===== src/design/aprm_pkg.sv =====
// ----------------------------------------------------------------------------
// aprm_pkg: shared types and constants of the audio peak / RMS / clip meter
// Widths, register codes, the block record handed from front to back, and
// the state encodings of both control machines.
// ----------------------------------------------------------------------------
`default_nettype none

package aprm_pkg;

  // Channel layout: lane 0 is left, the last lane is right
  localparam int CHANNELS = 2;
  localparam int RIGHT_CH = (CHANNELS > 1) ? 1 : 0;

  // Sample path
  localparam int SAMPLE_W = 24;
  localparam int MAG_W    = 24;
  localparam int SQ_W     = 2 * MAG_W;
  localparam int SUM_W    = 58;

  // Block length
  localparam int MAX_BLOCK = 4096;
  localparam int CNT_W     = 13;

  // Mean square: full scale 1.0 = 2^32, one spare bit for exactly 1.0
  localparam int MS_SHIFT   = 14;
  localparam int MS_W       = 33;
  localparam int DIV_TOP    = MS_SHIFT + MS_W;
  localparam int DIV_STEP_W = $clog2(MS_W);

  // Square root
  localparam int ROOT_W      = 24;
  localparam int RAD_W       = 2 * ROOT_W;
  localparam int ROOT_REM_W  = ROOT_W + 2;
  localparam int ROOT_STEP_W = $clog2(ROOT_W);

  // Configuration fields
  localparam int GAIN_W     = 16;
  localparam int COEF_W     = 16;
  localparam int FRAC_W     = 16;
  localparam int THR_W      = 24;
  localparam int HOLD_W     = 20;
  localparam int CFG_ADDR_W = 3;
  localparam int CFG_DATA_W = 24;

  localparam logic [GAIN_W-1:0] DECAY_GAIN_RST = GAIN_W'(64880);
  localparam logic [COEF_W-1:0] RMS_COEF_RST   = COEF_W'(3000);
  localparam logic [THR_W-1:0]  CLIP_THR_RST   = THR_W'(8388608);
  localparam logic [HOLD_W-1:0] CLIP_HOLD_RST  = HOLD_W'(48000);

  localparam logic [SUM_W-1:0] SUM_MAX = {SUM_W{1'b1}};
  localparam logic [MS_W-1:0]  SMS_MAX = MS_W'(1) << (MS_W - 1);

  // Register indexes
  typedef enum logic [CFG_ADDR_W-1:0] {
    CFG_DECAY_GAIN = 3'd0,
    CFG_RMS_COEF   = 3'd1,
    CFG_CLIP_THR   = 3'd2,
    CFG_CLIP_HOLD  = 3'd3,
    CFG_MONO       = 3'd4
  } cfg_idx_t;

  typedef struct packed {
    logic [GAIN_W-1:0] decay_gain;
    logic [COEF_W-1:0] rms_coef;
    logic [THR_W-1:0]  clip_thr;
    logic [HOLD_W-1:0] clip_hold;
    logic              mono;
  } cfg_t;

  // One closed block, as handed from the front to the back
  typedef struct packed {
    logic [CHANNELS-1:0][MAG_W-1:0] peak;
    logic [CHANNELS-1:0][SUM_W-1:0] sum;
    logic [CNT_W-1:0]               count;
  } blk_rec_t;

  typedef enum logic [1:0] {
    FE_IDLE,
    FE_SQUARE,
    FE_ACCUM
  } fe_state_t;

  typedef enum logic [2:0] {
    BE_IDLE,
    BE_DIVIDE,
    BE_UPDATE,
    BE_SCALE,
    BE_SMOOTH,
    BE_ROOT,
    BE_EMIT
  } be_state_t;

endpackage

`default_nettype wire


===== src/design/aprm_stream_if.sv =====
// ----------------------------------------------------------------------------
// aprm_stream_if: valid/ready channels of the meter
// aprm_in_if carries one stereo sample pair, aprm_out_if one meter reading.
// ----------------------------------------------------------------------------
`default_nettype none

interface aprm_in_if;
  logic                                valid;
  logic                                ready;
  logic signed [aprm_pkg::SAMPLE_W-1:0] sample_left;
  logic signed [aprm_pkg::SAMPLE_W-1:0] sample_right;
  logic                                block_end;

  modport source (output valid, sample_left, sample_right, block_end, input ready);
  modport sink   (input valid, sample_left, sample_right, block_end, output ready);
endinterface


`default_nettype wire


===== src/design/aprm_front.sv =====
// ----------------------------------------------------------------------------
// aprm_front: sample intake and block accumulation
// Takes one sample pair, squares the magnitudes, folds them into the block
// peak and saturating sum of squares, and pushes a block record on close.
// ----------------------------------------------------------------------------
`default_nettype none

module aprm_front (
  input  logic               clk,
  input  logic               rst_n,
  aprm_in_if.sink            in_bus,
  input  logic               mono_i,
  output logic               push_o,
  output aprm_pkg::blk_rec_t push_rec_o,
  input  logic               full_i
);

  aprm_pkg::fe_state_t state_r, state_nxt;

  logic [aprm_pkg::MAG_W-1:0] mag_r  [aprm_pkg::CHANNELS];
  logic [aprm_pkg::SQ_W-1:0]  sq_r   [aprm_pkg::CHANNELS];
  logic [aprm_pkg::MAG_W-1:0] peak_r [aprm_pkg::CHANNELS];
  logic [aprm_pkg::SUM_W-1:0] sum_r  [aprm_pkg::CHANNELS];
  logic [aprm_pkg::CNT_W-1:0] cnt_r;
  logic                       end_r;

  logic [aprm_pkg::MAG_W-1:0] peak_nxt [aprm_pkg::CHANNELS];
  logic [aprm_pkg::SUM_W-1:0] sum_nxt  [aprm_pkg::CHANNELS];
  logic [aprm_pkg::SUM_W:0]   sum_ext  [aprm_pkg::CHANNELS];
  logic [aprm_pkg::CNT_W-1:0] cnt_inc;
  logic                       close;
  logic                       ready_int;
  logic                       accept;
  logic                       acc_en;

  function automatic logic [aprm_pkg::MAG_W-1:0] mag_of(
    input logic [aprm_pkg::SAMPLE_W-1:0] raw
  );
    logic [aprm_pkg::SAMPLE_W-1:0] neg;
    neg = ~raw + 1'b1;
    return aprm_pkg::MAG_W'(raw[aprm_pkg::SAMPLE_W-1] ? neg : raw);
  endfunction

  // Fold the current squares into the open block
  always_comb begin
    cnt_inc = cnt_r + 1'b1;
    close   = end_r || (cnt_inc == aprm_pkg::CNT_W'(aprm_pkg::MAX_BLOCK));
    for (int c = 0; c < aprm_pkg::CHANNELS; c++) begin
      peak_nxt[c] = (mag_r[c] > peak_r[c]) ? mag_r[c] : peak_r[c];
      sum_ext[c]  = {1'b0, sum_r[c]} + (aprm_pkg::SUM_W + 1)'(sq_r[c]);
      sum_nxt[c]  = sum_ext[c][aprm_pkg::SUM_W] ? aprm_pkg::SUM_MAX
                                                 : sum_ext[c][aprm_pkg::SUM_W-1:0];
      push_rec_o.peak[c] = peak_nxt[c];
      push_rec_o.sum[c]  = sum_nxt[c];
    end
    push_rec_o.count = cnt_inc;
  end

  // Next state
  always_comb begin
    state_nxt = state_r;
    unique case (state_r)
      aprm_pkg::FE_IDLE:   if (in_bus.valid) state_nxt = aprm_pkg::FE_SQUARE;
      aprm_pkg::FE_SQUARE: state_nxt = aprm_pkg::FE_ACCUM;
      aprm_pkg::FE_ACCUM:  if (!(close && full_i)) state_nxt = aprm_pkg::FE_IDLE;
      default:             state_nxt = aprm_pkg::FE_IDLE;
    endcase
  end

  // Control outputs
  always_comb begin
    ready_int = (state_r == aprm_pkg::FE_IDLE);
    acc_en    = (state_r == aprm_pkg::FE_ACCUM) && !(close && full_i);
    push_o    = acc_en && close;
  end

  assign in_bus.ready = ready_int;
  assign accept       = in_bus.valid && ready_int;

  // Control state
  always_ff @(posedge clk) begin
    if (!rst_n) begin
      state_r <= aprm_pkg::FE_IDLE;
      cnt_r   <= '0;
      for (int c = 0; c < aprm_pkg::CHANNELS; c++) begin
        peak_r[c] <= '0;
        sum_r[c]  <= '0;
      end
    end else begin
      state_r <= state_nxt;
      if (acc_en) begin
        cnt_r <= close ? '0 : cnt_inc;
        for (int c = 0; c < aprm_pkg::CHANNELS; c++) begin
          peak_r[c] <= close ? '0 : peak_nxt[c];
          sum_r[c]  <= close ? '0 : sum_nxt[c];
        end
      end
    end
  end

  // Capture magnitudes, then square them
  always_ff @(posedge clk) begin
    if (accept) begin
      end_r <= in_bus.block_end;
      for (int c = 0; c < aprm_pkg::CHANNELS; c++) begin
        mag_r[c] <= (c == 0 || mono_i) ? mag_of(in_bus.sample_left)
                                       : mag_of(in_bus.sample_right);
      end
    end
    if (state_r == aprm_pkg::FE_SQUARE) begin
      for (int c = 0; c < aprm_pkg::CHANNELS; c++) begin
        sq_r[c] <= mag_r[c] * mag_r[c];
      end
    end
  end

  // The open block never reaches the forced close length
  assert property (@(posedge clk) disable iff (!rst_n)
    cnt_r < aprm_pkg::CNT_W'(aprm_pkg::MAX_BLOCK))
    else $error("front block count reached forced close length");

endmodule

`default_nettype wire


===== src/flat_wrapper.sv =====
// flat-port wrapper written by rule: the top's interface ports become plain ports
module aprm_front_flat 
  (clk, rst_n, mono_i, push_o, push_rec_o, full_i, in_bus_valid, in_bus_sample_left, in_bus_sample_right, in_bus_block_end, in_bus_ready);
  aprm_in_if in_bus_i ();
  input  logic clk;
  input  logic rst_n;
  input  logic mono_i;
  output logic push_o;
  output aprm_pkg::blk_rec_t push_rec_o;
  input  logic full_i;
  input wire logic [$bits(in_bus_i.valid)-1:0] in_bus_valid;
  input wire logic [$bits(in_bus_i.sample_left)-1:0] in_bus_sample_left;
  input wire logic [$bits(in_bus_i.sample_right)-1:0] in_bus_sample_right;
  input wire logic [$bits(in_bus_i.block_end)-1:0] in_bus_block_end;
  output wire logic [$bits(in_bus_i.ready)-1:0] in_bus_ready;
  assign in_bus_i.valid = in_bus_valid;
  assign in_bus_i.sample_left = in_bus_sample_left;
  assign in_bus_i.sample_right = in_bus_sample_right;
  assign in_bus_i.block_end = in_bus_block_end;
  assign in_bus_ready = in_bus_i.ready;
  aprm_front u_core (.clk(clk), .rst_n(rst_n), .in_bus(in_bus_i), .mono_i(mono_i), .push_o(push_o), .push_rec_o(push_rec_o), .full_i(full_i));
endmodule

===== config.mk =====
export PLATFORM = sky130hd
export DESIGN_NAME = aprm_front_flat
export DESIGN_NICKNAME = d
export VERILOG_FILES = /design/src/design/aprm_pkg.sv /design/src/design/aprm_stream_if.sv /design/src/design/aprm_front.sv /design/src/flat_wrapper.sv
export SDC_FILE = /design/constraint.sdc
export NUM_CORES = 2
export LEC_CHECK = 0
export BUFFER_PORTS_ARGS = -buffer_cell sky130_fd_sc_hd__buf_2
export CORE_MARGIN = 5
export CORE_UTILIZATION = 40
export CTS_CLUSTER_DIAMETER = 40
export DETAILED_ROUTE_END_ITERATION = 10
export GPL_ROUTABILITY_DRIVEN = 0
export GPL_TIMING_DRIVEN = 0
export PLACE_DENSITY_LB_ADDON = 0.12
export SYNTH_ARGS = -nofsm -noshare
export SYNTH_HDL_FRONTEND = slang
export SYNTH_SLANG_ARGS = --single-unit

===== constraint.sdc =====
create_clock -name clk -period 18.7 [get_ports clk]
set_clock_uncertainty 0.05 [all_clocks]
set_input_delay 0.935 -clock clk [delete_from_list [all_inputs] [get_ports clk]]
set_output_delay 0.935 -clock clk [all_outputs]
set_load 0.03 [all_outputs]

==> impl_metrics.env <==
export IMPL_cts_sinks=322
export IMPL_crit_type="reg -> reg"
export IMPL_first_pass_iters=5
export IMPL_synth_avg_cell_area_um2=9.33
export IMPL_grt_total_usage_pct=23.0
export IMPL_portBuffers=231
export IMPL_cts_resized=0
export IMPL_stdcell_area_um2=59100
export IMPL_slew_limit_headroom_pct=20.1
export IMPL_min_path_type="in -> reg"
export IMPL_fp_row_count=133
export IMPL_final_max_slew_viol_count=0
export IMPL_synth_seq_area_share_pct=18.0
export IMPL_clkTransAtPathRegs_ns=0.05
export IMPL_status="finished clean"
export IMPL_dpl_hpwl_mm=131
export IMPL_synth_area_um2=53000
export IMPL_clock_path_buffers=3
export IMPL_overflow=0
export IMPL_ys_ff_latch=322
export IMPL_tritoncts="done"
export IMPL_maxCapViolations=0
export IMPL_vias_per_cell=5.11
export IMPL_synthArstFlopShare_pct=0
export IMPL_synth_top_cell_area_share_pct=31.9
export IMPL_tns_ns=0
export IMPL_cts_made_buffers=75
export IMPL_core_um2=132000
export IMPL_finalCriticalPeriod_ns=9.52
export IMPL_fmaxAchievable_mhz=105
export IMPL_drive_gt1_share_pct=7.68
export IMPL_die_w_um=374
export IMPL_syn_nets=7074
export IMPL_holdPathStages=1
export IMPL_start_util_pct=40.2
export IMPL_synthFlopType="edfxtp_1"
export IMPL_period_share_pct=50.9
export IMPL_grt_max_degree=99
export IMPL_grt_pass1_vias=41700
export IMPL_htreeDepth=3
export IMPL_wirelength_mm=161
export IMPL_wl_per_cell_um=20.6
export IMPL_layout_nets=7387
export IMPL_syn_inst=5680
export IMPL_worst_slew_pin_slew_ns=1.20
export IMPL_arrival_ns=9.82
export IMPL_post_route_drc_count=0
export IMPL_num_fill_cells=13000
export IMPL_num_io_pins=233
export IMPL_cp_max_fo=10
export IMPL_drtIter0Drc=2606
export IMPL_dieArea_um2=140000
export IMPL_synth_edf_count=307
export IMPL_hold_buffers=0
export IMPL_cts_root_buf="clkbuf_16"
export IMPL_hold_viol_final=0
export IMPL_syn_to_final_growth_pct=11.6
export IMPL_grt_pass1_wl_mm=248
export IMPL_reg2reg_depth=27
export IMPL_antenna_found_initial=8
export IMPL_yosysTopAreaCell="fa_1"
export IMPL_crit_path_start_kind="flop"
export IMPL_ys_warn_count=0
export IMPL_placed_area_um2=56500
export IMPL_rsz0062_at_grt="false"
export IMPL_yosys_top_cells_area="fa_1 32%, edfxtp_1 17%, ha_1 12%, inv_1 9.1%, nand2_1 4.2%"
export IMPL_endpoint_kind="flop"
export IMPL_ys_types=101
export IMPL_setup_viol=0
export IMPL_worstSkewPairLatency_ns=0.67
export IMPL_post_cts_buffers=0
export IMPL_die_height_um=374
export IMPL_vias=39900
export IMPL_ant_nets=0
export IMPL_crit_required_ns=19.00
-- worst max-delay path: stages (launching register included) --
cell      delay (ns)
edfxtp_1        0.62
clkbuf_1        0.77
clkinv_1        0.64
nor2_1          0.32
inv_1           0.09
fa_1            0.51
inv_1           0.06
fa_1            0.54
inv_1           0.06
fa_1            0.53
inv_1           0.05
fa_1            0.49
fa_1            0.51
fa_1            0.49
inv_1           0.05
fa_1            0.50
inv_1           0.06
ha_1            0.36
a211oi_1        0.27
nand2_1         0.09
a211oi_1        0.45
a211oi_1        0.22
o41ai_1         0.56
o21ai_2         0.17
a21o_1          0.21
a21oi_1         0.23
o41ai_1         0.14
xor2_1          0.18
-- routing by layer --
metal  GRT usage [%]  part of all wire (%)  up-vias
met4            6.45                   2.8        0
met2            34.0                    42     1221
li1                -                     -    18700
met1            33.9                    48    19700
met3            5.16                   7.6      222
met5               0                     0        -
-- cell families (layout without fill, tap and decap cells) --
family,after synthesis,after routing,share of synthesized area [%]
buffers and inverters,1487,1863,10.6
AND/OR/NAND/NOR,1370,1370,12.5
adder cells (fa/ha/maj),1340,1340,43.6
AO/OA/AOI/OAI,902,902,10.9
flip-flops,322,322,18.0
XOR/XNOR,247,247,4.08
multiplexers,12,12,0.243
other,0,3,0
-- final timing paths --
check | startpoint | endpoint | slack (ns)
setup / recovery | u_core.mag_r[0][24] | u_core.sq_r[0][94] | 9.18
hold / removal | in_bus_block_end | u_core.end_r | 0.43
setup reg to reg | u_core.mag_r[0][24] | u_core.sq_r[0][94] | 9.18
hold reg to reg | u_core.cnt_r[10] | u_core.cnt_r[10] | 0.49
-- cells in the final DEF, fill, tap and decap left out, drive strengths merged, types with 19 or more instances in the layout --
master / instances
nand4: 46
o21ai: 184
nand3: 105
o31ai: 25
a21oi: 324
nor2b: 41
edfxtp: 307
nand2: 600
xor2: 97
a211oi: 22
inv: 1299
fa: 844
ha: 496
nor3: 33
a21o: 144
clkbuf: 251
xnor2: 150
clkinv: 23
nand2b: 19
o21a: 27
and3: 32
a31oi: 30
and2: 281
buf: 274
nor2: 143
o21bai: 28
-- cell usage after synthesis, types with 46 or more instances --
master,number
ha_1,496
xor2_1,97
inv_1,1283
a21o_1,141
xnor2_1,150
nor2_1,143
nand4_1,46
o21ai_0,172
nand3_1,105
and2_1,279
edfxtp_1,307
clkbuf_1,164
fa_1,844
nand2_1,598
a21oi_1,320
-- registers in the layout (all words and copies together), names as in the netlist --
name            cells
u_core.end_r        1
u_core.cnt_r       13
u_core.state_r      2
u_core.mag_r       48
u_core.sq_r        94
u_core.peak_r      48
u_core.sum_r      116
-- layout make-up --
cell class / count / area (um^2) / share of cell area, %
Clock inverter: 54 / 613 / 1.04
Buffer: 203 / 806 / 1.36
Sequential cell: 322 / 9520 / 16.1
Tap cell: 1755 / 2200 / 3.72
Antenna cell: 3 / 7.51 / 0.0127
Inverter: 1284 / 4830 / 8.17
Clock buffer: 86 / 2020 / 3.43
Timing Repair Buffer: 236 / 1260 / 2.14
Multi-Input combinational cell: 3871 / 37800 / 64.0
-- metrics by stage --
stage	util, %	hold WS [ns]	setup WS (ns)	std cells
after global routing	44.9	0.397	8.77	7811
after global placement	42.8	0.477	9.15	7666
after CTS	44.9	0.369	9.12	7811
after floorplan	-	0.374	11.45	5680
after detailed placement	42.9	0.480	9.15	7671
final	44.9	0.427	9.18	7814
Power is not shown: default switching activity piles up to over one toggle a cycle in this logic, so the estimate is an artifact.
