### config.mk
export PLATFORM = sky130hd
export DESIGN_NAME = aprm_queue
export DESIGN_NICKNAME = d
export VERILOG_FILES = /design/src/design/aprm_pkg.sv /design/src/design/aprm_queue.sv
export SDC_FILE = /design/constraint.sdc
export NUM_CORES = 1
export LEC_CHECK = 0
export ABC_AREA = 0
export BUFFER_PORTS_ARGS = -buffer_cell sky130_fd_sc_hd__buf_2
export CORE_UTILIZATION = 47
export DETAILED_ROUTE_END_ITERATION = 8
export HOLD_SLACK_MARGIN = 0.03
export PLACE_DENSITY_LB_ADDON = 0.08
export SLEW_MARGIN = 20
export SYNTH_ARGS = -nofsm -noshare
export SYNTH_HDL_FRONTEND = slang
export SYNTH_SLANG_ARGS = --single-unit
### constraint.sdc
create_clock -name clk -period 10.25 [get_ports clk]
set_input_delay 2.05 -clock clk [delete_from_list [all_inputs] [get_ports clk]]
set_output_delay 2.05 -clock clk [all_outputs]
set_load 0.02 [all_outputs]
### src/design/aprm_pkg.sv
// ----------------------------------------------------------------------------
// aprm_pkg: shared types and constants of the audio peak / RMS / clip meter
// Widths, register codes, the block record handed from front to back, and
// the state encodings of both control machines.
// ----------------------------------------------------------------------------
`default_nettype none

package aprm_pkg;

  // Channel layout: lane 0 is left, the last lane is right
  localparam int CHANNELS = 2;
  localparam int RIGHT_CH = (CHANNELS > 1) ? 1 : 0;

  // Sample path
  localparam int SAMPLE_W = 24;
  localparam int MAG_W    = 24;
  localparam int SQ_W     = 2 * MAG_W;
  localparam int SUM_W    = 58;

  // Block length
  localparam int MAX_BLOCK = 4096;
  localparam int CNT_W     = 13;

  // Mean square: full scale 1.0 = 2^32, one spare bit for exactly 1.0
  localparam int MS_SHIFT   = 14;
  localparam int MS_W       = 33;
  localparam int DIV_TOP    = MS_SHIFT + MS_W;
  localparam int DIV_STEP_W = $clog2(MS_W);

  // Square root
  localparam int ROOT_W      = 24;
  localparam int RAD_W       = 2 * ROOT_W;
  localparam int ROOT_REM_W  = ROOT_W + 2;
  localparam int ROOT_STEP_W = $clog2(ROOT_W);

  // Configuration fields
  localparam int GAIN_W     = 16;
  localparam int COEF_W     = 16;
  localparam int FRAC_W     = 16;
  localparam int THR_W      = 24;
  localparam int HOLD_W     = 20;
  localparam int CFG_ADDR_W = 3;
  localparam int CFG_DATA_W = 24;

  localparam logic [GAIN_W-1:0] DECAY_GAIN_RST = GAIN_W'(64880);
  localparam logic [COEF_W-1:0] RMS_COEF_RST   = COEF_W'(3000);
  localparam logic [THR_W-1:0]  CLIP_THR_RST   = THR_W'(8388608);
  localparam logic [HOLD_W-1:0] CLIP_HOLD_RST  = HOLD_W'(48000);

  localparam logic [SUM_W-1:0] SUM_MAX = {SUM_W{1'b1}};
  localparam logic [MS_W-1:0]  SMS_MAX = MS_W'(1) << (MS_W - 1);

  // Register indexes
  typedef enum logic [CFG_ADDR_W-1:0] {
    CFG_DECAY_GAIN = 3'd0,
    CFG_RMS_COEF   = 3'd1,
    CFG_CLIP_THR   = 3'd2,
    CFG_CLIP_HOLD  = 3'd3,
    CFG_MONO       = 3'd4
  } cfg_idx_t;

  typedef struct packed {
    logic [GAIN_W-1:0] decay_gain;
    logic [COEF_W-1:0] rms_coef;
    logic [THR_W-1:0]  clip_thr;
    logic [HOLD_W-1:0] clip_hold;
    logic              mono;
  } cfg_t;

  // One closed block, as handed from the front to the back
  typedef struct packed {
    logic [CHANNELS-1:0][MAG_W-1:0] peak;
    logic [CHANNELS-1:0][SUM_W-1:0] sum;
    logic [CNT_W-1:0]               count;
  } blk_rec_t;

  typedef enum logic [1:0] {
    FE_IDLE,
    FE_SQUARE,
    FE_ACCUM
  } fe_state_t;

  typedef enum logic [2:0] {
    BE_IDLE,
    BE_DIVIDE,
    BE_UPDATE,
    BE_SCALE,
    BE_SMOOTH,
    BE_ROOT,
    BE_EMIT
  } be_state_t;

endpackage

`default_nettype wire

### src/design/aprm_queue.sv
// ----------------------------------------------------------------------------
// aprm_queue: short block-record queue between front and back
// Register-based FIFO; lets the front keep taking samples while the back
// works on an earlier block.
// ----------------------------------------------------------------------------
`default_nettype none

module aprm_queue #(
  parameter int DEPTH = 2
) (
  input  logic               clk,
  input  logic               rst_n,
  input  logic               push_i,
  input  aprm_pkg::blk_rec_t push_rec_i,
  output logic               full_o,
  input  logic               pop_i,
  output aprm_pkg::blk_rec_t pop_rec_o,
  output logic               empty_o
);

  localparam int PTR_W  = $clog2(DEPTH);
  localparam int FILL_W = $clog2(DEPTH + 1);

  aprm_pkg::blk_rec_t mem [DEPTH];

  logic [PTR_W-1:0]  wr_ptr_r;
  logic [PTR_W-1:0]  rd_ptr_r;
  logic [FILL_W-1:0] fill_r;

  function automatic logic [PTR_W-1:0] ptr_adv(input logic [PTR_W-1:0] p);
    return (p == PTR_W'(DEPTH - 1)) ? '0 : p + 1'b1;
  endfunction

  assign full_o    = (fill_r == FILL_W'(DEPTH));
  assign empty_o   = (fill_r == '0);
  assign pop_rec_o = mem[rd_ptr_r];

  // Advance pointers and fill level
  always_ff @(posedge clk) begin
    if (!rst_n) begin
      wr_ptr_r <= '0;
      rd_ptr_r <= '0;
      fill_r   <= '0;
    end else begin
      if (push_i) wr_ptr_r <= ptr_adv(wr_ptr_r);
      if (pop_i)  rd_ptr_r <= ptr_adv(rd_ptr_r);
      if (push_i && !pop_i)      fill_r <= fill_r + 1'b1;
      else if (pop_i && !push_i) fill_r <= fill_r - 1'b1;
    end
  end

  // Store records
  always_ff @(posedge clk) begin
    if (push_i) mem[wr_ptr_r] <= push_rec_i;
  end

  assert property (@(posedge clk) disable iff (!rst_n) push_i |-> !full_o)
    else $error("block record pushed into a full queue");

  assert property (@(posedge clk) disable iff (!rst_n) pop_i |-> !empty_o)
    else $error("block record popped from an empty queue");

endmodule

`default_nettype wire

==> out/results.tsv, run 1 <==
metric	value	unit
cellPowerDensity	199	nW/µm²
grt_pass1_vias	6855	
crit_type	flop to output port	
synthArstFlopShare	0	%
grt_pass1_wl	37.4	mm
dieArea	29500	µm²
ys_warn_count	0	
power.leakage	6.55	nW
arrival	3.11	ns
nFillCells	2126	
root_buffer	clkbuf_16	
cts_resized	0	
ioPinCount	360	
finalHoldViolCount	0	
fin_cells	1369	
synth_area_leaders	edfxtp_1 79%, mux2_4 14%, mux2_2 3.9%	
cts_inserted_buffers	37	
postCtsSetupRepairBufs	0	
area_growth	24.0	%
drt_iter0_drc	303	
rows	61	
maxSlewHeadroom	28.8	%
clk_pin_slew	0.06	ns
ys_top_cells_by_count	354 x edfxtp_1, 130 x mux2_4, 47 x mux2_2	
start_kind	flop	
syn_area	13500	µm²
yosys.area.top_type	edfxtp_1	
fin_skew	0.0203	ns
ys_types	17	
finalCritPeriodShare	50.4	%
drive_gt1_share	60.2	%
post-route-util	59.9	%
die_h	172	µm
drt-total-wl	26.1	mm
grt_max_degree	152	
hold_buffers	0	
wl_per_cell	19.1	µm
status	completed	
avgViaCountPerCell	4.86	
placed_cells	1295	
finalSetupTns	0	ns
synth_nets	755	
finalSetupViolations	0	
dr.pass1.iters	4	
ir_drop	0.141	mV
io_buffers	359	
clkLatencyLatePin	0.50	ns
postSynthAreaPerCell	23.6	µm²
cts_tree	built	
grt_setup_unrepaired	false	
h-tree-depth	2	
hold_path_class	flop to flop	
start_util	48.3	%
grt.overflow.total	0	
post-route-min-period	5.16	ns
synth_most_common_cell	edfxtp_1	
ys.flop_type	edfxtp_1	
synth-seq-area-share	79.3	%
crit_path_max_fanout	69	
antenna_left	0	
synthCells	573	
synth_seq_cells	359	
cp_data_required_time	8.20	ns
end_kind	output port	
nets	1138	
dp_hpwl	17.2	mm
gp_congestion	0.734	
slew_viol_final	0	
synth_edf_count	354	
antenna_found_initial	8	
cts_buffer_depth	3	
groute.usage.overall	17.1	%
drcViolationCount	0	
synth_top_area_share	78.6	%
core-area	28000	µm²
cts.sinks	359	
worst-slew-pin-transition	1.07	ns
route.vias.total	6652	
fmax	194	MHz
drv_cap	0	
die_x	172	µm
[cells by family after synthesis]
group | Yosys count | share of synthesized area (%)
buffers and inverters | 21 | 1.51
AND/OR/NAND/NOR | 9 | 0.398
flip-flops | 359 | 79.3
AO/OA/AOI/OAI | 3 | 0.148
multiplexers | 177 | 18.3
XOR/XNOR | 3 | 0.194
adder cells (fa/ha/maj) | 1 | 0.0925
[where the power goes]
part | total, mW | internal [mW] | switching [mW]
sequential | 1.73 | 1.70 | 0.0299
clock | 1.20 | 0.694 | 0.506
combinational | 0.411 | 0.185 | 0.226
[layout make-up]
class	instances	area, µm²	area share [%]
Clock inverter	16	76.3	0.455
Tap cell	378	473	2.82
Clock buffer	49	1010	6.04
Timing Repair Buffer	364	1850	11.0
Inverter	1	3.75	0.0224
Multi-Input combinational cell	193	2600	15.5
Antenna cell	9	22.5	0.134
Sequential cell	359	10700	64.0
[layout by cell type (no fill, tap or decap)]
master,netlist,final
inv_1,1,1
nor2_1,1,1
mux2_4,130,130
ha_1,1,1
edfxtp_1,354,354
clkbuf_1,0,10
buf_4,0,4
nor2b_1,3,2
inv_6,0,1
dfxtp_4,0,1
dfxtp_1,5,4
buf_12,0,1
clkinvlp_4,0,1
xor2_1,2,2
and2_1,4,3
clkinv_2,0,6
mux2_2,47,47
or3_1,1,1
buf_2,4,359
a21boi_0,1,1
and2_4,0,1
clkbuf_16,0,39
xnor2_1,1,1
o21a_1,1,1
clkinv_1,0,8
nor2b_4,0,1
o21ai_0,1,1
diode_2,0,9
[flip-flops by register name (all words and copies together), names as in the netlist, named ones only]
signal,flops
mem,354
wr_ptr_r,1
rd_ptr_r,1
fill_r,2
[critical path, stage by stage, from the launching register on]
cell     delay [ns]
dfxtp_4        1.06
buf_4          0.94
mux2_4         0.35
buf_2          0.17
[through the flow]
step                worst slack [ns]  hold WS (ns)  power [mW]  cell area [µm²]
floorplan                       3.13         0.473        2.04            13500
global placement                5.58         0.490        2.17            15700
detailed placement              5.54         0.522        2.18            15700
finish                          5.09         0.524        3.34            16800
global route                    4.87         0.551        3.46            16800
CTS                             5.00         0.536        3.38            16800
[routing by layer]
layer  track usage [%]  part of all wire, %  vias up
met5              1.04                0.065        -
met4              6.44                  2.7        2
li1                  -                    -     3064
met1              19.6                   37     3287
met2              29.7                   51      250
met3              5.36                  8.9       49
[final timing paths]
kind | startpoint | endpoint | slack [ns] | cells past startpoint
worst max-delay path | flop | pop_rec_o[52] | 5.09 | 3
worst min-delay path | fill_r[1] | fill_r[1] | 0.52 | 2
worst max register to register | wr_ptr_r | mem[1][51] | 7.94 | 2
worst min register to register | fill_r[1] | fill_r[1] | 0.52 | 2
(Power assumes the default switching activity.)
==> run 2, diff against run 1 <==
--- a/config.mk
+++ b/config.mk
@@ -5,7 +5,7 @@
 export SDC_FILE = /design/constraint.sdc
 export NUM_CORES = 1
 export LEC_CHECK = 0
-export ABC_AREA = 0
+export ABC_AREA = 1
 export BUFFER_PORTS_ARGS = -buffer_cell sky130_fd_sc_hd__buf_2
 export CORE_UTILIZATION = 47
 export DETAILED_ROUTE_END_ITERATION = 8
==> constraint.sdc (replaced) <==
create_clock -name clk -period 4.66 [get_ports clk]
set_input_delay 0.932 -clock clk [delete_from_list [all_inputs] [get_ports clk]]
set_output_delay 0.932 -clock clk [all_outputs]
set_load 0.02 [all_outputs]
==> out/results.tsv, run 2 <==
metric	value	unit	change
status	completed		
core-area	28100	µm²	+0.27%
ys_top_cells_by_count	354 x edfxtp_1, 130 x mux2_4, 47 x mux2_2		
rr_worst_depth	4		+2
finalCritPeriodShare	72.0	%	
fmax	298	MHz	
avgViaCountPerCell	4.80		-1.3%
largest_reg_flops	354		unchanged
root_buffer	clkbuf_16		
drive_gt1_share	60.0	%	-0.22 points
nets	1157		+1.7%
endpoint	pop_rec_o[142]		
layout_common_cells	359 x buf_2, 354 x edfxtp_1, 130 x mux2_4		
arrival	2.42	ns	-0.69 ns
dp_hpwl	16.7	mm	-2.7%
dieArea	29500	µm²	about the same
ys_types	14		-3
rows	61		unchanged
synth-seq-area-share	79.3	%	about the same
synth_top_area_share	78.5	%	about the same
postCtsSetupRepairBufs	0		unchanged
start_kind	flop		
final_common_cell	buf_2		
synthArstFlopShare	0	%	unchanged
cts_tree	built		
synth_seq_cells	359		unchanged
hold_buffers	0		unchanged
r2r_end	mem[1][104]		
placed_cells	1313		+1.4%
cts.sinks	359		unchanged
cts_resized	0		unchanged
gp_congestion	0.726		-1.1%
end_kind	output port		
drcViolationCount	0		unchanged
slew_viol_final	0		unchanged
synth_area_leaders	edfxtp_1 79%, mux2_4 14%, mux2_2 3.9%		
groute.usage.overall	16.7	%	-0.45 points
ioPinCount	360		unchanged
route.vias.total	6648		-0.060%
dr.pass1.iters	4		unchanged
ys.flop_type	edfxtp_1		
reg2reg_from	wr_ptr_r		
regToRegSetupSlack	2.38	ns	-5.56 ns
grt.overflow.total	0		unchanged
drv_cap	0		unchanged
cp_num_buf_inv	2		unchanged
power.leakage	6.67	nW	+1.9%
clk_pin_slew	0.06	ns	about the same
wl_per_cell	18.3	µm	-4.1%
top_regs	mem: 354 flops, fill_r: 2 flops		
synth_edf_count	354		unchanged
antenna_left	0		unchanged
cp.depth	3		unchanged
cellPowerDensity	438	nW/µm²	+120%
fin_skew	0.00580	ns	-0.0145 ns
worst-slew-pin-transition	1.08	ns	+0.00731 ns
hold_path_class	flop to flop		
io_buffers	359		unchanged
maxSlewHeadroom	28.3	%	-0.49 points
crit_path_max_fanout	59		-14%
synthCells	586		+2.3%
die_h	172	µm	about the same
cts_buffer_depth	3		unchanged
drt_iter0_drc	285		-5.9%
grt_setup_unrepaired	false		
cts_inserted_buffers	38		+2.7%
syn_area	13500	µm²	about the same
power	7.44	mW	+120%
ir_drop	0.325	mV	+130%
grt_pass1_wl	36.2	mm	-3.1%
synth_most_common_cell	edfxtp_1		
crit_type	flop to output port		
cp_data_required_time	3.73	ns	-4.47 ns
start_util	48.2	%	-0.091 points
cp_top_family	flip-flops		
crit_path_cell_trace	buf_12, mux2_4, buf_2		
post-route-min-period	3.36	ns	
finalSetupViolations	0		unchanged
grt_max_degree	98		-36%
fin_cells	1386		+1.2%
grt_pass1_vias	6567		-4.2%
die_x	172	µm	about the same
ys_warn_count	0		unchanged
area_growth	25.3	%	
finalHoldViolCount	0		unchanged
synth_nets	768		+1.7%
postSynthAreaPerCell	23.1	µm²	-2.1%
slowest_stage	dfxtp_4		
fin_worst_hold_slack	0.499	ns	-0.0245 ns
antenna_found_initial	12		+4
finalSetupTns	0	ns	unchanged
cp_slowest_stage_delay	0.97	ns	-0.09 ns
h-tree-depth	2		unchanged
clkLatencyLatePin	0.51	ns	about the same
regMostFlops	mem		
drt-total-wl	25.4	mm	-2.9%
yosys.area.top_type	edfxtp_1		
-- run 2: final cells by class --
cell class,instances,area (µm²)
diodes,4,10.0
clock buffers,53,1090
clock inverters,16,103
fillers,2198,11100
inverters,8,33.8
multi-input cells,199,2590
flip-flops and latches,359,10700
well taps,378,473
repair buffers,369,1930
-- run 2: layer usage --
layer | GRT usage [%] | vias to the layer above | share of wire (%)
met4 | 6.95 | 14 | 2.4
li1 | - | 3098 | -
met2 | 27.8 | 251 | 50
met1 | 18.7 | 3232 | 37
met3 | 7.02 | 53 | 10
met5 | 0 | - | 0.35
-- run 2: worst min-delay path: stages, from the launching register on --
cell and delay [ns]:
dfxtp_1 0.33, nor2_1 0.06, nor2_1 0.08
-- run 2: stage by stage --
stage / cell area [µm²] / setup WS, ns / util (%)
CTS: 17000 / 1.25 / 60.4
finish: 17000 / 1.30 / 60.4
global placement: 15800 / 1.68 / 56.1
detailed placement: 15800 / 1.70 / 56.1
floorplan: 13600 / 0.603 / -
global route: 17000 / 1.18 / 60.4
-- run 2: power by group --
part / total [mW] / internal (mW) / switching (mW)
Clock: 2.83 / 1.69 / 1.14
Sequential: 3.80 / 3.74 / 0.0541
Combinational: 0.814 / 0.360 / 0.454
Total: 7.44 / 5.79 / 1.65
-- run 2: worst min path at each step --
stage	cells past startpoint	end	startpoint
6_report	2	rd_ptr_r	rd_ptr_r
3_5_place_dp	2	rd_ptr_r	rd_ptr_r
4_1_cts	2	rd_ptr_r	rd_ptr_r
3_3_place_gp	2	rd_ptr_r	rd_ptr_r
5_1_grt	2	rd_ptr_r	rd_ptr_r
2_1_floorplan	2	flop	rd_ptr_r
-- run 2: kinds of logic (layout without fill, tap and decap cells) --
logic type      Yosys count  after routing  share of synthesized area [%]
compound gates            2              2                         0.0739
other cells               0              4                              0
buf+inv                  28            446                           1.70
flops                   359            359                           79.3
simple gates             19             19                          0.554
fa+ha+maj                 1              1                         0.0924
mux                     177            177                           18.3
==> run 3, diff against run 2 <==
--- a/config.mk
+++ b/config.mk
@@ -5,9 +5,9 @@
 export SDC_FILE = /design/constraint.sdc
 export NUM_CORES = 1
 export LEC_CHECK = 0
-export ABC_AREA = 1
+export ABC_AREA = 0
 export BUFFER_PORTS_ARGS = -buffer_cell sky130_fd_sc_hd__buf_2
-export CORE_UTILIZATION = 47
+export CORE_UTILIZATION = 52
 export DETAILED_ROUTE_END_ITERATION = 8
 export HOLD_SLACK_MARGIN = 0.03
 export PLACE_DENSITY_LB_ADDON = 0.08
==> constraint.sdc (replaced) <==
create_clock -name clk -period 3.37 [get_ports clk]
set_input_delay 0.674 -clock clk [delete_from_list [all_inputs] [get_ports clk]]
set_output_delay 0.674 -clock clk [all_outputs]
set_load 0.02 [all_outputs]
==> out/results.tsv, run 3 (synthesized netlist as in run 1, its figures left out) <==
metric	value	unit	change
ioPinCount	360		unchanged
fmax	354	MHz	
layout_common_cells	359 x buf_2, 354 x edfxtp_1, 130 x mux2_4		
post-route-min-period	2.83	ns	
drive_gt1_share	60.8	%	+0.80 points
io_buffers	359		unchanged
clk_pin_slew	0.06	ns	about the same
regMostFlops	mem		
placed_cells	1258		-4.2%
cts_tree	built		
final_common_cell	buf_2		
dr.pass1.iters	5		+1
finalCritPeriodShare	83.9	%	
cts_resized	0		unchanged
status	completed		
drv_cap	0		unchanged
cp_data_required_time	2.70	ns	-1.03 ns
grt_pass1_wl	38.7	mm	+7.0%
nets	1150		-0.61%
hold_path_class	primary input to flop		
fin_cells	1329		-4.1%
p_int	8.26	mW	+43%
route.vias.total	6712		+0.96%
switching_power	2.34	mW	+42%
cts.sinks	359		unchanged
area_growth	26.0	%	
antenna_left	0		unchanged
worst-slew-pin-transition	0.738	ns	-0.337 ns
core-area	25300	µm²	-9.8%
grt_setup_unrepaired	false		
cellPowerDensity	621	nW/µm²	+42%
grt_pass1_vias	6979		+6.3%
cts_inserted_buffers	38		unchanged
maxSlewHeadroom	50.8	%	+22 points
wl_per_cell	20.1	µm	+9.6%
arrival	2.15	ns	-0.27 ns
groute.usage.overall	19.6	%	+2.9 points
crit_type	flop to output port		
crit_path_max_fanout	32		-46%
largest_reg_flops	354		unchanged
p_sw_share	22.1	%	-0.058 points
h-tree-depth	2		unchanged
start_util	53.4	%	+5.2 points
dp_hpwl	18.7	mm	+12%
power.leakage	6.71	nW	+0.54%
die_h	163	µm	-4.9%
slew_viol_final	0		unchanged
drt_iter0_drc	415		+46%
grt_max_degree	88		-10%
die_x	163	µm	-4.9%
pwr-share-clk	38.2	%	+0.2 points
drt-total-wl	26.7	mm	+5.1%
dieArea	26700	µm²	-9.6%
ir_drop	0.461	mV	+42%
gp_congestion	0.764		+5.2%
start_kind	flop		
drcViolationCount	0		unchanged
power_frac_comb	12.2	%	+1.3 points
fin_skew	0.00932	ns	+0.00352 ns
finalHoldViolCount	0		unchanged
cts_buffer_depth	3		unchanged
postCtsSetupRepairBufs	0		unchanged
clkLatencyLatePin	0.51	ns	about the same
grt.overflow.total	0		unchanged
top_regs	mem: 354 flops, fill_r: 2 flops		
hold_buffers	0		unchanged
root_buffer	clkbuf_16		
rows	58		-4.9%
antenna_found_initial	9		-3
finalSetupViolations	0		unchanged
power	10.6	mW	+42%
end_kind	output port		
seqPwrFrac	49.5	%	-1.6 points
avgViaCountPerCell	5.05		+5.3%
run 3: cell count changes in the layout (fill, tap and decap cells not counted), moves of 6 or more:
cell     before  now
nand2_1       8    0
nor2_1        8    1
buf_12        5   11
inv_1         7    1
run 3: through the flow:
step                TNS [ns]  hold slack [ns]  worst slack [ns]  area [µm²]  utilization (%)
floorplan             -71.28            0.473            -0.401       13500                -
detailed placement         0            0.532              1.06       15800             62.4
CTS                        0            0.325             0.497       17000             67.3
global route               0            0.329             0.447       17000             67.3
global placement           0            0.485              1.07       15800             62.4
finish                     0            0.350             0.542       17100             67.3
run 3: worst paths after layout:
| path | start | end | slack [ns] | cells past startpoint |
|---|---|---|---|---|
| worst max-delay path | flop | pop_rec_o[111] | 0.54 | 3 |
| worst min-delay path | push_rec_i[17] | mem[0][17] | 0.35 | 1 |
| worst max register to register | wr_ptr_r | mem[1][170] | 1.57 | 2 |
| worst min register to register | fill_r[1] | fill_r[1] | 0.54 | 2 |
run 3: cell type report:
type                    instances  area (µm²)
diodes                          5        12.5
clock buffers                  49        1060
clock inverters                17         174
fillers                      1730        8280
inverters                       1        3.75
multi-input cells             193        2600
flip-flops and latches        359       10700
well taps                     330         413
repair buffers                375        2050
run 3: worst max-delay path, cell delays in order, from the launching register on:
cell and delay [ns]:
dfxtp_4 0.76, buf_4 0.35, mux2_4 0.33, buf_2 0.17
run 3: per-layer routing:
metal / global-route usage, % / share of wire, % / wire [µm] / vias to the layer above
li1: - / - / - / 3088
met1: 22.4 / 36 / 9640 / 3299
met2: 34.1 / 53 / 14000 / 267
met3: 6.83 / 9.1 / 2430 / 48
met4: 6.63 / 1.8 / 476 / 10
met5: 0 / 0.27 / 72 / -
run 3: power by group through the flow:
stage / combinational [mW] / sequential, mW / clock, mW
final: 1.30 / 5.25 / 4.05
after floorplan: 0.881 / 5.31 / 0
after global placement: 1.28 / 5.33 / 0
after global routing: 1.37 / 5.27 / 4.32
after detailed placement: 1.31 / 5.34 / 0
after CTS: 1.31 / 5.25 / 4.15
